`src/rtl/rgbhsv_pkg.sv`:
```
// ============================================================================
// RGB/HSV converter package
// Shared constants, command and register codes, and item types.
// ============================================================================
package rgbhsv_pkg;

   // Channel and hue formats.
   localparam int CHANNEL_BITS  = 8;
   localparam int HUE_FRAC_BITS = 4;
   localparam int HUE_BITS      = 9 + HUE_FRAC_BITS;
   localparam int CMAX          = (1 << CHANNEL_BITS) - 1;
   localparam int SEXT          = 60 << HUE_FRAC_BITS;
   localparam int FULL_TURN     = 360 << HUE_FRAC_BITS;
   localparam int SEXT_BITS     = $clog2(SEXT + 1);

   // Denominator of the q and t terms of the sector rule.
   localparam int DEN           = CMAX * SEXT;
   localparam int DEN_BITS      = $clog2(DEN + 1);

   // Gain registers, unsigned Q2.8.
   localparam int GAIN_BITS      = 10;
   localparam int GAIN_FRAC      = 8;
   localparam int SAT_GAIN_RESET = 384;
   localparam int VAL_GAIN_RESET = 205;

   // Configuration register indexes.
   localparam int CSR_INDEX_BITS = 4;
   localparam logic [CSR_INDEX_BITS-1:0] CSR_SAT_GAIN = 4'd0;
   localparam logic [CSR_INDEX_BITS-1:0] CSR_VAL_GAIN = 4'd1;

   // Command codes.
   localparam int CMD_BITS = 2;
   localparam logic [CMD_BITS-1:0] CMD_TO_HSV = 2'd0;
   localparam logic [CMD_BITS-1:0] CMD_TO_RGB = 2'd1;
   localparam logic [CMD_BITS-1:0] CMD_ADJUST = 2'd2;

   // One accepted item as it enters the pipeline.
   typedef struct packed {
      logic [CMD_BITS-1:0]     cmd;
      logic [CHANNEL_BITS-1:0] red;
      logic [CHANNEL_BITS-1:0] green;
      logic [CHANNEL_BITS-1:0] blue;
      logic [HUE_BITS-1:0]     hue;
      logic [CHANNEL_BITS-1:0] sat;
      logic [CHANNEL_BITS-1:0] val;
   } pixel_type;

   // Item leaving the RGB to HSV section.
   typedef struct packed {
      pixel_type               src;
      logic [HUE_BITS-1:0]     hue;
      logic [CHANNEL_BITS-1:0] sat;
      logic [CHANNEL_BITS-1:0] val;
   } hsv_item_type;

   // Item entering the HSV to RGB section: the HSV to convert plus the
   // HSV fields that are reported in the result.
   typedef struct packed {
      logic [CMD_BITS-1:0]     cmd;
      logic [HUE_BITS-1:0]     hue;
      logic [CHANNEL_BITS-1:0] sat;
      logic [CHANNEL_BITS-1:0] val;
      logic [HUE_BITS-1:0]     hue_res;
      logic [CHANNEL_BITS-1:0] sat_res;
      logic [CHANNEL_BITS-1:0] val_res;
   } rgb_req_type;

   // Finished result.
   typedef struct packed {
      logic [CHANNEL_BITS-1:0] red;
      logic [CHANNEL_BITS-1:0] green;
      logic [CHANNEL_BITS-1:0] blue;
      logic [HUE_BITS-1:0]     hue;
      logic [CHANNEL_BITS-1:0] sat;
      logic [CHANNEL_BITS-1:0] val;
   } rsp_type;

endpackage

```
`src/rtl/rgbhsv_div.sv`:
```
// ============================================================================
// Pipelined unsigned divider
// Restoring division, one quotient bit per register stage, MSB first.
// ============================================================================
module rgbhsv_div #(
   parameter int NUM_BITS = 16,
   parameter int DEN_BITS = 8,
   parameter int QUO_BITS = 8
) (
   input  logic                clock,
   input  logic [NUM_BITS-1:0] num_in,
   input  logic [DEN_BITS-1:0] den_in,
   output logic [QUO_BITS-1:0] quo_out
);

   localparam int WORK_BITS = (NUM_BITS > DEN_BITS + QUO_BITS) ?
                              NUM_BITS : DEN_BITS + QUO_BITS;

   logic [WORK_BITS-1:0] rem_ff [QUO_BITS];
   logic [DEN_BITS-1:0]  den_ff [QUO_BITS];
   logic [QUO_BITS-1:0]  quo_ff [QUO_BITS];

   genvar k;
   for (k = 0; k < QUO_BITS; k++) begin : g_stage
      logic [WORK_BITS-1:0] rem_src;
      logic [DEN_BITS-1:0]  den_src;
      logic [QUO_BITS-1:0]  quo_src;
      logic [WORK_BITS-1:0] trial;
      logic                 take;

      if (k == 0) begin : g_first
         assign rem_src = WORK_BITS'(num_in);
         assign den_src = den_in;
         assign quo_src = '0;
      end else begin : g_next
         assign rem_src = rem_ff[k-1];
         assign den_src = den_ff[k-1];
         assign quo_src = quo_ff[k-1];
      end

      // The quotient is known to fit in QUO_BITS, so the shifted divisor
      // never overflows the working width.
      assign trial = WORK_BITS'(den_src) << (QUO_BITS - 1 - k);
      assign take  = (rem_src >= trial);

      always_ff @(posedge clock) begin
         rem_ff[k] <= take ? (rem_src - trial) : rem_src;
         den_ff[k] <= den_src;
         quo_ff[k] <= quo_src | (take ? (QUO_BITS'(1) << (QUO_BITS - 1 - k)) : '0);
      end
   end

   assign quo_out = quo_ff[QUO_BITS-1];

endmodule

```
`src/rtl/rgbhsv_to_hsv.sv`:
```
// ============================================================================
// RGB to HSV section
// Max/min and sector pick, scaled numerators, two dividers, hue assembly.
// ============================================================================
module rgbhsv_to_hsv (
   input  logic                     clock,
   input  logic                     reset,
   input  logic                     valid_in,
   input  rgbhsv_pkg::pixel_type    item_in,
   output logic                     valid_out,
   output rgbhsv_pkg::hsv_item_type item_out
);

   localparam int CB        = rgbhsv_pkg::CHANNEL_BITS;
   localparam int HB        = rgbhsv_pkg::HUE_BITS;
   localparam int QUO_BITS  = rgbhsv_pkg::SEXT_BITS;
   localparam int SNUM_BITS = 2 * CB;
   localparam int HNUM_BITS = CB + rgbhsv_pkg::SEXT_BITS;

   localparam logic [1:0] SEL_RED   = 2'd0;
   localparam logic [1:0] SEL_GREEN = 2'd1;
   localparam logic [1:0] SEL_BLUE  = 2'd2;

   typedef struct packed {
      rgbhsv_pkg::pixel_type src;
      logic                  zero;
      logic [1:0]            sel;
      logic                  neg;
   } side_type;

   // Stage A: max, min, sector and difference.
   logic [CB-1:0] mx, mn, a_val, c_val;
   logic [1:0]    sel;

   always_comb begin
      mx = item_in.red;
      mn = item_in.red;
      if (item_in.green > mx) mx = item_in.green;
      if (item_in.blue  > mx) mx = item_in.blue;
      if (item_in.green < mn) mn = item_in.green;
      if (item_in.blue  < mn) mn = item_in.blue;
      priority if (item_in.red >= mx) begin
         sel = SEL_RED;   a_val = item_in.green; c_val = item_in.blue;
      end else if (item_in.green >= mx) begin
         sel = SEL_GREEN; a_val = item_in.blue;  c_val = item_in.red;
      end else begin
         sel = SEL_BLUE;  a_val = item_in.red;   c_val = item_in.green;
      end
   end

   logic          a_valid_ff;
   side_type      a_side_ff;
   logic [CB-1:0] a_max_ff, a_delta_ff, a_diff_ff;

   always_ff @(posedge clock) begin
      if (reset) begin
         a_valid_ff <= 1'b0;
      end else begin
         a_valid_ff <= valid_in;
      end
   end

   always_ff @(posedge clock) begin
      a_side_ff.src  <= item_in;
      a_side_ff.zero <= (mx == mn);
      a_side_ff.sel  <= sel;
      a_side_ff.neg  <= (a_val < c_val);
      a_max_ff       <= mx;
      a_delta_ff     <= mx - mn;
      a_diff_ff      <= (a_val < c_val) ? (c_val - a_val) : (a_val - c_val);
   end

   // Stage B: numerators of saturation and hue offset.
   logic                 b_valid_ff;
   side_type             b_side_ff;
   logic [CB-1:0]        b_max_ff, b_delta_ff;
   logic [SNUM_BITS-1:0] b_snum_ff;
   logic [HNUM_BITS-1:0] b_hnum_ff;

   always_ff @(posedge clock) begin
      if (reset) begin
         b_valid_ff <= 1'b0;
      end else begin
         b_valid_ff <= a_valid_ff;
      end
   end

   always_ff @(posedge clock) begin
      b_side_ff  <= a_side_ff;
      b_max_ff   <= a_max_ff;
      b_delta_ff <= a_delta_ff;
      b_snum_ff  <= SNUM_BITS'(a_delta_ff) * SNUM_BITS'(rgbhsv_pkg::CMAX);
      b_hnum_ff  <= HNUM_BITS'(a_diff_ff) * HNUM_BITS'(rgbhsv_pkg::SEXT);
   end

   // Dividers, with the side data delayed alongside.
   logic [QUO_BITS-1:0] sat_quo, hue_quo;

   rgbhsv_div #(
      .NUM_BITS (SNUM_BITS),
      .DEN_BITS (CB),
      .QUO_BITS (QUO_BITS)
   ) u_sat_div (
      .clock   (clock),
      .num_in  (b_snum_ff),
      .den_in  (b_max_ff),
      .quo_out (sat_quo)
   );

   rgbhsv_div #(
      .NUM_BITS (HNUM_BITS),
      .DEN_BITS (CB),
      .QUO_BITS (QUO_BITS)
   ) u_hue_div (
      .clock   (clock),
      .num_in  (b_hnum_ff),
      .den_in  (b_delta_ff),
      .quo_out (hue_quo)
   );

   logic     d_valid_ff [QUO_BITS];
   side_type d_side_ff  [QUO_BITS];

   always_ff @(posedge clock) begin
      if (reset) begin
         for (int i = 0; i < QUO_BITS; i++) d_valid_ff[i] <= 1'b0;
      end else begin
         d_valid_ff[0] <= b_valid_ff;
         for (int i = 1; i < QUO_BITS; i++) d_valid_ff[i] <= d_valid_ff[i-1];
      end
   end

   always_ff @(posedge clock) begin
      d_side_ff[0] <= b_side_ff;
      for (int i = 1; i < QUO_BITS; i++) d_side_ff[i] <= d_side_ff[i-1];
   end

   // Stage F: hue assembly. Only the red sector can wrap below zero.
   side_type      f_side;
   logic [HB-1:0] base, mag, hue;

   always_comb begin
      f_side = d_side_ff[QUO_BITS-1];
      mag    = HB'(hue_quo);
      unique case (f_side.sel)
         SEL_GREEN: base = HB'(2 * rgbhsv_pkg::SEXT);
         SEL_BLUE:  base = HB'(4 * rgbhsv_pkg::SEXT);
         default:   base = '0;
      endcase
      if (!f_side.neg) begin
         hue = base + mag;
      end else if (mag > base) begin
         hue = base + HB'(rgbhsv_pkg::FULL_TURN) - mag;
      end else begin
         hue = base - mag;
      end
   end

   logic                     f_valid_ff;
   rgbhsv_pkg::hsv_item_type f_item_ff;

   always_ff @(posedge clock) begin
      if (reset) begin
         f_valid_ff <= 1'b0;
      end else begin
         f_valid_ff <= d_valid_ff[QUO_BITS-1];
      end
   end

   always_ff @(posedge clock) begin
      f_item_ff.src <= f_side.src;
      f_item_ff.hue <= f_side.zero ? '0 : hue;
      f_item_ff.sat <= f_side.zero ? '0 : sat_quo[CB-1:0];
      f_item_ff.val <= f_side.src.red > f_side.src.green ?
                       (f_side.src.red > f_side.src.blue ? f_side.src.red : f_side.src.blue) :
                       (f_side.src.green > f_side.src.blue ? f_side.src.green : f_side.src.blue);
   end

   assign valid_out = f_valid_ff;
   assign item_out  = f_item_ff;

endmodule

```
`src/rtl/rgbhsv_to_rgb.sv`:
```
// ============================================================================
// HSV to RGB section
// Sector split, products, reciprocal multiplications, sector select.
// ============================================================================
module rgbhsv_to_rgb (
   input  logic                    clock,
   input  logic                    reset,
   input  logic                    valid_in,
   input  rgbhsv_pkg::rgb_req_type req_in,
   output logic                    valid_out,
   output rgbhsv_pkg::rsp_type     rsp_out
);

   localparam int CB        = rgbhsv_pkg::CHANNEL_BITS;
   localparam int HB        = rgbhsv_pkg::HUE_BITS;
   localparam int FB        = rgbhsv_pkg::SEXT_BITS;
   localparam int DB        = rgbhsv_pkg::DEN_BITS;
   localparam int NSECT     = ((1 << HB) - 1) / rgbhsv_pkg::SEXT;
   localparam int IDX_BITS  = $clog2(NSECT + 1);
   localparam int PNUM_BITS = 2 * CB;
   localparam int QNUM_BITS = CB + DB;

   // Constant divisions are a multiply by a rounded-up reciprocal and a
   // shift. With the shift at the numerator width plus the divisor width,
   // the reciprocal error stays below one quotient step for every
   // numerator that fits, so the truncated quotient is exact.
   localparam int P_SHIFT = PNUM_BITS + CB;
   localparam int Q_SHIFT = QNUM_BITS + DB;
   localparam int PW      = PNUM_BITS + PNUM_BITS + 2;
   localparam int QW      = QNUM_BITS + QNUM_BITS + 2;
   localparam longint unsigned P_RECIP =
      ((64'd1 << P_SHIFT) + rgbhsv_pkg::CMAX - 1) / rgbhsv_pkg::CMAX;
   localparam longint unsigned Q_RECIP =
      ((64'd1 << Q_SHIFT) + rgbhsv_pkg::DEN - 1) / rgbhsv_pkg::DEN;

   typedef struct packed {
      rgbhsv_pkg::rgb_req_type req;
      logic [2:0]              sector;
   } side_type;

   // Stage 1: sector index (wrapping modulo six) and fraction.
   logic [IDX_BITS-1:0] idx;
   logic [2:0]          sector;
   logic [HB-1:0]       f_full;

   always_comb begin
      idx = '0;
      for (int k = 1; k <= NSECT; k++) begin
         idx = idx + IDX_BITS'(req_in.hue >= HB'(k * rgbhsv_pkg::SEXT));
      end
      sector = (idx >= IDX_BITS'(6)) ? 3'(idx - IDX_BITS'(6)) : 3'(idx);
      f_full = req_in.hue - HB'(HB'(idx) * HB'(rgbhsv_pkg::SEXT));
   end

   logic          s1_valid_ff;
   side_type      s1_side_ff;
   logic [FB-1:0] s1_f_ff;

   always_ff @(posedge clock) begin
      if (reset) begin
         s1_valid_ff <= 1'b0;
      end else begin
         s1_valid_ff <= valid_in;
      end
   end

   always_ff @(posedge clock) begin
      s1_side_ff.req    <= req_in;
      s1_side_ff.sector <= sector;
      s1_f_ff           <= f_full[FB-1:0];
   end

   // Stage 2: f*s, (SEXT-f)*s and the p numerator.
   logic                 s2_valid_ff;
   side_type             s2_side_ff;
   logic [DB-1:0]        s2_fs_ff, s2_gs_ff;
   logic [PNUM_BITS-1:0] s2_pnum_ff;

   always_ff @(posedge clock) begin
      if (reset) begin
         s2_valid_ff <= 1'b0;
      end else begin
         s2_valid_ff <= s1_valid_ff;
      end
   end

   always_ff @(posedge clock) begin
      s2_side_ff <= s1_side_ff;
      s2_fs_ff   <= DB'(s1_f_ff) * DB'(s1_side_ff.req.sat);
      s2_gs_ff   <= (DB'(rgbhsv_pkg::SEXT) - DB'(s1_f_ff)) * DB'(s1_side_ff.req.sat);
      s2_pnum_ff <= PNUM_BITS'(s1_side_ff.req.val) *
                    (PNUM_BITS'(rgbhsv_pkg::CMAX) - PNUM_BITS'(s1_side_ff.req.sat));
   end

   // Stage 3: q and t numerators.
   logic                 s3_valid_ff;
   side_type             s3_side_ff;
   logic [QNUM_BITS-1:0] s3_qnum_ff, s3_tnum_ff;
   logic [PNUM_BITS-1:0] s3_pnum_ff;

   always_ff @(posedge clock) begin
      if (reset) begin
         s3_valid_ff <= 1'b0;
      end else begin
         s3_valid_ff <= s2_valid_ff;
      end
   end

   always_ff @(posedge clock) begin
      s3_side_ff <= s2_side_ff;
      s3_pnum_ff <= s2_pnum_ff;
      s3_qnum_ff <= QNUM_BITS'(s2_side_ff.req.val) *
                    QNUM_BITS'(DB'(rgbhsv_pkg::DEN) - s2_fs_ff);
      s3_tnum_ff <= QNUM_BITS'(s2_side_ff.req.val) *
                    QNUM_BITS'(DB'(rgbhsv_pkg::DEN) - s2_gs_ff);
   end

   // Stage 4: reciprocal products for p, q and t.
   logic          s4_valid_ff;
   side_type      s4_side_ff;
   logic [PW-1:0] s4_pprod_ff;
   logic [QW-1:0] s4_qprod_ff, s4_tprod_ff;

   always_ff @(posedge clock) begin
      if (reset) begin
         s4_valid_ff <= 1'b0;
      end else begin
         s4_valid_ff <= s3_valid_ff;
      end
   end

   always_ff @(posedge clock) begin
      s4_side_ff  <= s3_side_ff;
      s4_pprod_ff <= PW'(s3_pnum_ff) * PW'(P_RECIP);
      s4_qprod_ff <= QW'(s3_qnum_ff) * QW'(Q_RECIP);
      s4_tprod_ff <= QW'(s3_tnum_ff) * QW'(Q_RECIP);
   end

   // Each quotient is at most the value channel, so it fits the channel.
   logic [CB-1:0] p_quo, q_quo, t_quo;

   assign p_quo = s4_pprod_ff[P_SHIFT +: CB];
   assign q_quo = s4_qprod_ff[Q_SHIFT +: CB];
   assign t_quo = s4_tprod_ff[Q_SHIFT +: CB];

   // Stage 5: sector select; RGB is reported only for commands that make it.
   side_type      o_side;
   logic [CB-1:0] v_ch, red, green, blue;
   logic          rgb_en;

   always_comb begin
      o_side = s4_side_ff;
      v_ch   = o_side.req.val;
      rgb_en = (o_side.req.cmd == rgbhsv_pkg::CMD_TO_RGB) ||
               (o_side.req.cmd == rgbhsv_pkg::CMD_ADJUST);
      unique case (o_side.sector)
         3'd0:    begin red = v_ch;  green = t_quo; blue = p_quo; end
         3'd1:    begin red = q_quo; green = v_ch;  blue = p_quo; end
         3'd2:    begin red = p_quo; green = v_ch;  blue = t_quo; end
         3'd3:    begin red = p_quo; green = q_quo; blue = v_ch;  end
         3'd4:    begin red = t_quo; green = p_quo; blue = v_ch;  end
         default: begin red = v_ch;  green = p_quo; blue = q_quo; end
      endcase
   end

   logic                o_valid_ff;
   rgbhsv_pkg::rsp_type o_rsp_ff;

   always_ff @(posedge clock) begin
      if (reset) begin
         o_valid_ff <= 1'b0;
      end else begin
         o_valid_ff <= s4_valid_ff;
      end
   end

   always_ff @(posedge clock) begin
      o_rsp_ff.red   <= rgb_en ? red   : '0;
      o_rsp_ff.green <= rgb_en ? green : '0;
      o_rsp_ff.blue  <= rgb_en ? blue  : '0;
      o_rsp_ff.hue   <= o_side.req.hue_res;
      o_rsp_ff.sat   <= o_side.req.sat_res;
      o_rsp_ff.val   <= o_side.req.val_res;
   end

   assign valid_out = o_valid_ff;
   assign rsp_out   = o_rsp_ff;

endmodule

```
`src/rtl/rgb_hsv_color_convert.sv`:
```
// ============================================================================
// RGB/HSV color converter, top level
// Converts RGB to HSV, HSV to RGB, or adjusts RGB through HSV gains.
// ============================================================================
//
//   Channel    Ports                              Handshake
//   ---------  ---------------------------------  ---------------------------
//   request    start, busy, req_*                 taken when start and !busy
//   response   rsp_valid, rsp_*                   one-cycle strobe, no stall
//   registers  csr_valid, csr_ready, csr_index,   written when valid and ready
//              csr_data
//
// The block is a fully pipelined datapath: a new item may be started in
// every clock cycle, and busy is never raised. The latency from accepting
// an item to its response is set by the two bit-per-stage dividers of the
// RGB to HSV section (ten stages each, for hue and saturation) plus the
// surrounding register stages, while the constant divisions of the HSV to
// RGB section take one multiply stage.
// The synchronous reset clears every valid bit and loads the default gains.
// The receiver cannot stall, so results simply flow off the end of the pipeline.
//
module rgb_hsv_color_convert (
   input  logic                                      clock,
   input  logic                                      reset,

   // Request channel.
   input  logic                                      start,
   output logic                                      busy,
   input  logic [rgbhsv_pkg::CMD_BITS-1:0]           req_cmd,
   input  logic [rgbhsv_pkg::CHANNEL_BITS-1:0]       req_red_in,
   input  logic [rgbhsv_pkg::CHANNEL_BITS-1:0]       req_green_in,
   input  logic [rgbhsv_pkg::CHANNEL_BITS-1:0]       req_blue_in,
   input  logic [rgbhsv_pkg::HUE_BITS-1:0]           req_hue_in,
   input  logic [rgbhsv_pkg::CHANNEL_BITS-1:0]       req_sat_in,
   input  logic [rgbhsv_pkg::CHANNEL_BITS-1:0]       req_val_in,

   // Response channel.
   output logic                                      rsp_valid,
   output logic [rgbhsv_pkg::CHANNEL_BITS-1:0]       rsp_red_out,
   output logic [rgbhsv_pkg::CHANNEL_BITS-1:0]       rsp_green_out,
   output logic [rgbhsv_pkg::CHANNEL_BITS-1:0]       rsp_blue_out,
   output logic [rgbhsv_pkg::HUE_BITS-1:0]           rsp_hue_out,
   output logic [rgbhsv_pkg::CHANNEL_BITS-1:0]       rsp_sat_out,
   output logic [rgbhsv_pkg::CHANNEL_BITS-1:0]       rsp_val_out,

   // Register write channel.
   input  logic                                      csr_valid,
   output logic                                      csr_ready,
   input  logic [rgbhsv_pkg::CSR_INDEX_BITS-1:0]     csr_index,
   input  logic [rgbhsv_pkg::GAIN_BITS-1:0]          csr_data
);

   localparam int CB = rgbhsv_pkg::CHANNEL_BITS;
   localparam int GB = rgbhsv_pkg::GAIN_BITS;
   localparam int PB = CB + GB;

   // The pipeline never holds an item back, so requests are always taken.
   assign busy      = 1'b0;
   assign csr_ready = 1'b1;

   // Gain registers. Writes to indexes beyond the list are dropped.
   logic [GB-1:0] sat_gain_ff, val_gain_ff;

   always_ff @(posedge clock) begin
      if (reset) begin
         sat_gain_ff <= GB'(rgbhsv_pkg::SAT_GAIN_RESET);
         val_gain_ff <= GB'(rgbhsv_pkg::VAL_GAIN_RESET);
      end else if (csr_valid) begin
         if (csr_index == rgbhsv_pkg::CSR_SAT_GAIN) begin
            sat_gain_ff <= csr_data;
         end
         if (csr_index == rgbhsv_pkg::CSR_VAL_GAIN) begin
            val_gain_ff <= csr_data;
         end
      end
   end

   // Input register stage.
   logic                  in_valid_ff;
   rgbhsv_pkg::pixel_type in_item_ff;

   always_ff @(posedge clock) begin
      if (reset) begin
         in_valid_ff <= 1'b0;
      end else begin
         in_valid_ff <= start && !busy;
      end
   end

   always_ff @(posedge clock) begin
      in_item_ff.cmd   <= req_cmd;
      in_item_ff.red   <= req_red_in;
      in_item_ff.green <= req_green_in;
      in_item_ff.blue  <= req_blue_in;
      in_item_ff.hue   <= req_hue_in;
      in_item_ff.sat   <= req_sat_in;
      in_item_ff.val   <= req_val_in;
   end

   // RGB to HSV. Every item passes through so that the latency is the same
   // for every command; the original HSV fields ride along for command 1.
   logic                     hsv_valid;
   rgbhsv_pkg::hsv_item_type hsv_item;

   rgbhsv_to_hsv u_to_hsv (
      .clock     (clock),
      .reset     (reset),
      .valid_in  (in_valid_ff),
      .item_in   (in_item_ff),
      .valid_out (hsv_valid),
      .item_out  (hsv_item)
   );

   // Gain stage: scale saturation and value, saturating at full scale, and
   // pick what the RGB section converts and what the result reports.
   logic [PB-1:0] sat_prod, val_prod;
   logic [CB-1:0] sat_adj, val_adj;
   rgbhsv_pkg::rgb_req_type g_req;

   always_comb begin
      sat_prod = (PB'(hsv_item.sat) * PB'(sat_gain_ff)) >> rgbhsv_pkg::GAIN_FRAC;
      val_prod = (PB'(hsv_item.val) * PB'(val_gain_ff)) >> rgbhsv_pkg::GAIN_FRAC;
      sat_adj  = (sat_prod > PB'(rgbhsv_pkg::CMAX)) ? CB'(rgbhsv_pkg::CMAX) : sat_prod[CB-1:0];
      val_adj  = (val_prod > PB'(rgbhsv_pkg::CMAX)) ? CB'(rgbhsv_pkg::CMAX) : val_prod[CB-1:0];

      g_req.cmd = hsv_item.src.cmd;
      unique case (hsv_item.src.cmd)
         rgbhsv_pkg::CMD_TO_HSV: begin
            g_req.hue     = hsv_item.hue;
            g_req.sat     = hsv_item.sat;
            g_req.val     = hsv_item.val;
            g_req.hue_res = hsv_item.hue;
            g_req.sat_res = hsv_item.sat;
            g_req.val_res = hsv_item.val;
         end
         rgbhsv_pkg::CMD_TO_RGB: begin
            g_req.hue     = hsv_item.src.hue;
            g_req.sat     = hsv_item.src.sat;
            g_req.val     = hsv_item.src.val;
            g_req.hue_res = '0;
            g_req.sat_res = '0;
            g_req.val_res = '0;
         end
         rgbhsv_pkg::CMD_ADJUST: begin
            g_req.hue     = hsv_item.hue;
            g_req.sat     = sat_adj;
            g_req.val     = val_adj;
            g_req.hue_res = hsv_item.hue;
            g_req.sat_res = sat_adj;
            g_req.val_res = val_adj;
         end
         default: begin
            // The unused command reports all zeros.
            g_req.hue     = '0;
            g_req.sat     = '0;
            g_req.val     = '0;
            g_req.hue_res = '0;
            g_req.sat_res = '0;
            g_req.val_res = '0;
         end
      endcase
   end

   logic                    g_valid_ff;
   rgbhsv_pkg::rgb_req_type g_req_ff;

   always_ff @(posedge clock) begin
      if (reset) begin
         g_valid_ff <= 1'b0;
      end else begin
         g_valid_ff <= hsv_valid;
      end
   end

   always_ff @(posedge clock) begin
      g_req_ff <= g_req;
   end

   // HSV to RGB, ending in the output register.
   logic                out_valid;
   rgbhsv_pkg::rsp_type out_rsp;

   rgbhsv_to_rgb u_to_rgb (
      .clock     (clock),
      .reset     (reset),
      .valid_in  (g_valid_ff),
      .req_in    (g_req_ff),
      .valid_out (out_valid),
      .rsp_out   (out_rsp)
   );

   assign rsp_valid     = out_valid;
   assign rsp_red_out   = out_rsp.red;
   assign rsp_green_out = out_rsp.green;
   assign rsp_blue_out  = out_rsp.blue;
   assign rsp_hue_out   = out_rsp.hue;
   assign rsp_sat_out   = out_rsp.sat;
   assign rsp_val_out   = out_rsp.val;

endmodule

```
`config.mk`:
```
export PLATFORM = sky130hd
export DESIGN_NAME = rgb_hsv_color_convert
export DESIGN_NICKNAME = d
export VERILOG_FILES = /design/src/rtl/rgbhsv_pkg.sv /design/src/rtl/rgbhsv_div.sv /design/src/rtl/rgbhsv_to_hsv.sv /design/src/rtl/rgbhsv_to_rgb.sv /design/src/rtl/rgb_hsv_color_convert.sv
export SDC_FILE = /design/constraint.sdc
export NUM_CORES = 2
export LEC_CHECK = 0
export ABC_CLOCK_PERIOD_IN_PS = 10450
export BUFFER_PORTS_ARGS = -buffer_cell sky130_fd_sc_hd__buf_2
export CORE_MARGIN = 1.5
export CORE_UTILIZATION = 45
export CTS_BUF_LIST = sky130_fd_sc_hd__clkbuf_2 sky130_fd_sc_hd__clkbuf_4 sky130_fd_sc_hd__clkbuf_8
export DETAILED_ROUTE_END_ITERATION = 8
export GPL_ROUTABILITY_DRIVEN = 0
export HOLD_SLACK_MARGIN = 0.05
export PLACE_DENSITY = 0.69
export SYNTH_ARGS = -nofsm -noshare
export SYNTH_HDL_FRONTEND = slang
export SYNTH_SLANG_ARGS = --single-unit
```
`constraint.sdc`:
```
create_clock -name clock -period 10.45 [get_ports clock]
set_input_delay 0.5225 -clock clock [delete_from_list [all_inputs] [get_ports clock]]
set_output_delay 0.5225 -clock clock [all_outputs]
set_load 0.03 [all_outputs]
```
==> results.ini <==
[clock_network]
tritoncts = done
ctsResizeCount = 0
cts.sinks = 1882
clockRootBuffer = clkbuf_8
cts-htree-levels = 5
cts_max_path_buffers = 4
cts_buffers = 313
clkLatencyLatePin_ns = 1.05
clkSlewWorstSetupHoldPaths_ns = 0.07
cts_setup_buffers = 0

[drt]
routedWlPerCell_um = 14.9
dr_wl_met3_mm = 8.11
remaining_drc_errors = 0
dr_wl_met2_mm = 92.2
top_layer = met5
first_iter_violations = 3133
first_pass_iters = 9
num_vias = 60043
wl_mm = 185
vias_per_cell = 4.84
ant_nets = 0
drt-met1-wl_mm = 77.8

[global_route]
grt_max_degree = 41
grt_overflow_total = 0
antenna_found_initial = 7
grtUsageTotal_pct = 17.4
first_global_vias = 64555
grt_pass1_wl_mm = 311

[sta]
rsz0062_at_grt = no
setup_violations = 0
timing.fmax_ghz = 0.105
final_max_slew_viol_count = 0
tightest_slew_ns = 1.23
setup_tns_ns = 0
hold_viol = 0
slew_headroom_pct = 17.9
clock_skew_ns = 0.132
min_period_ns = 9.48
post-route-period-util_pct = 90.7

[synthesis]
synthFlopType = dfxtp_1
synth-seq-cells = 1882
synth.avg_cell_area_um2 = 10.7
synthesis.instances = 8966
synth_edf_count = 0
async_flop_share_pct = 0
syn-num-nets = 11050
ys_warn_count = 0
ys_seq_area_share_pct = 39.5
synthDistinctLibCells = 85
netlist_area_um2 = 95500

[worst_setup_path]
reg2reg_from = in_item_ff[51]
crit_path_top_delay_cell = o21ai_1
crit_buf_inv = 4
arrival_ns = 10.40
setup.worst_path.end_class = register
max_stage_delay_ns = 0.96
cp-start-kind = register
critPathRequiredTime_ns = 11.37
worstPathMaxFanout = 20
critical_path.top_delay_family = compound AO/OA/AOI/OAI gates
startpoint = in_item_ff[51]
cpMostUsedCell = a21oi_1
worstSetupPathType = register to register

[floorplan]
die_h_um = 464
core.rowCount = 168
pin_count = 129
dieArea_um2 = 215000
initial_utilization_pct = 45.4
die-width_um = 464
core-area_um2 = 210000

[outcome]
status = finished clean

[final_layout]
fin_nets = 11461
layout_common_cells = dfxtp_1, inv_1, ha_1, fa_1, nand2_1
area_growth_pct = 12.0
final_common_cell = dfxtp_1
layout-drive-gt1-share_pct = 7.59

[worst_hold_path]
hp-class = input pin to register
min-delay-start = req_val_in[7]

[flow_run]
maxCapViolations = 0

[placed_design]
dp_hpwl_mm = 143
port_buffers = 126

[per-layer routing]
metal	GRT usage [%]	up-vias
li1	-	29176
met1	20.7	29020
met2	31.0	1381
met3	3.02	464
met4	7.13	2
met5	0	-
[state kept, by name, indices dropped and copies added (netlist names), 16 cells and up]
signal                     cells
u_to_rgb.s3_side_ff           42
u_to_hsv.a_side_ff            59
u_to_rgb.s3_pnum_ff           16
u_to_hsv.u_sat_div.den_ff     72
u_to_rgb.s2_pnum_ff           16
u_to_hsv.u_sat_div.rem_ff    153
u_to_rgb.s2_side_ff           42
u_to_hsv.d_side_ff           590
u_to_hsv.u_hue_div.den_ff     72
u_to_hsv.b_side_ff            59
u_to_rgb.s2_fs_ff             18
u_to_rgb.o_side               34
u_to_rgb.s3_qnum_ff           26
u_to_rgb.s2_gs_ff             17
in_item_ff                    55
u_to_hsv.item_out             60
u_to_hsv.u_sat_div.quo_ff     36
u_to_rgb.s1_side_ff           50
u_to_hsv.u_hue_div.rem_ff    123
g_req_ff                      60
u_to_hsv.u_hue_div.quo_ff     55
u_to_rgb.rsp_out              53
u_to_rgb.s3_tnum_ff           25
[logic make-up (layout without fill, tap and decap cells)]
kind of cell / Yosys count / in the layout / synth area share [%]
AND/OR/NAND/NOR: 1800 / 1800 / 9.24
buffers and inverters: 1817 / 2441 / 7.17
adder cells (fa/ha/maj): 2013 / 2013 / 33.2
AO/OA/AOI/OAI: 1009 / 1009 / 6.74
XOR/XNOR: 376 / 376 / 3.45
flip-flops: 1882 / 1882 / 39.5
multiplexers: 67 / 67 / 0.713
other: 2 / 5 / 0.00786
[stage by stage]
stage	area (um2)	hold slack (ns)	setup WS, ns	util [%]	instances
CTS	107000	0.0590	1.11	50.9	12395
floorplan	95500	0.310	2.18	-	8966
global placement	99200	0.310	1.26	47.2	11756
global route	107000	0.113	0.00265	50.9	12398
detailed placement	99200	0.312	1.10	47.2	11756
finish	107000	0.185	0.971	50.9	12398
[Yosys cell counts (21+ instances only)]
cell type  count  area, um2
a211o_1       21        184
a211oi_1      29        218
a21o_1       184       1380
a21oi_1      282       1410
and2_1       296       1850
clkbuf_1     150        563
dfxtp_1     1882      37700
fa_1         873      17500
ha_1        1138      14200
inv_1       1647       6180
mux2i_1       59        591
nand2_1      595       2230
nand2b_1     122        763
nand3_1       53        265
nand4_1       50        313
nor2_1       353       1330
nor2b_1      158        988
nor3_1        61        305
nor4_1        43        269
o21a_1        27        203
o21ai_0      241       1210
o21bai_1      21        158
o31ai_1       32        240
xnor2_1      236       2070
xor2_1       140       1230
[layout make-up]
| cell class | count | area, um2 |
|---|---|---|
| Clock buffer | 457 | 5710 |
| Multi-Input combinational cell | 5267 | 51000 |
| Antenna cell | 3 | 7.51 |
| Clock inverter | 71 | 918 |
| Sequential cell | 1882 | 37700 |
| Fill cell | 18463 | 103000 |
| Tap cell | 2805 | 3510 |
| Inverter | 1648 | 6190 |
| Timing Repair Buffer | 265 | 1950 |
[final timing paths]
kind         slack, ns  cells after the start                         to
max               0.97                     43      u_to_hsv.a_diff_ff[7]
min               0.18                      2              in_item_ff[7]
max reg2reg       0.97                     43      u_to_hsv.a_diff_ff[7]
min reg2reg       0.26                      0  u_to_hsv.d_side_ff[4][49]
[timing repair]
action | CTS | global route
hold buffers | 111 | 0
hold endpoints to repair | 94 | 0
endpoints found under the setup margin | 0 | 0
Power is left out: the tool's default activity adds up to more than one toggle a clock period on the data nets, which glitch-free logic cannot reach.
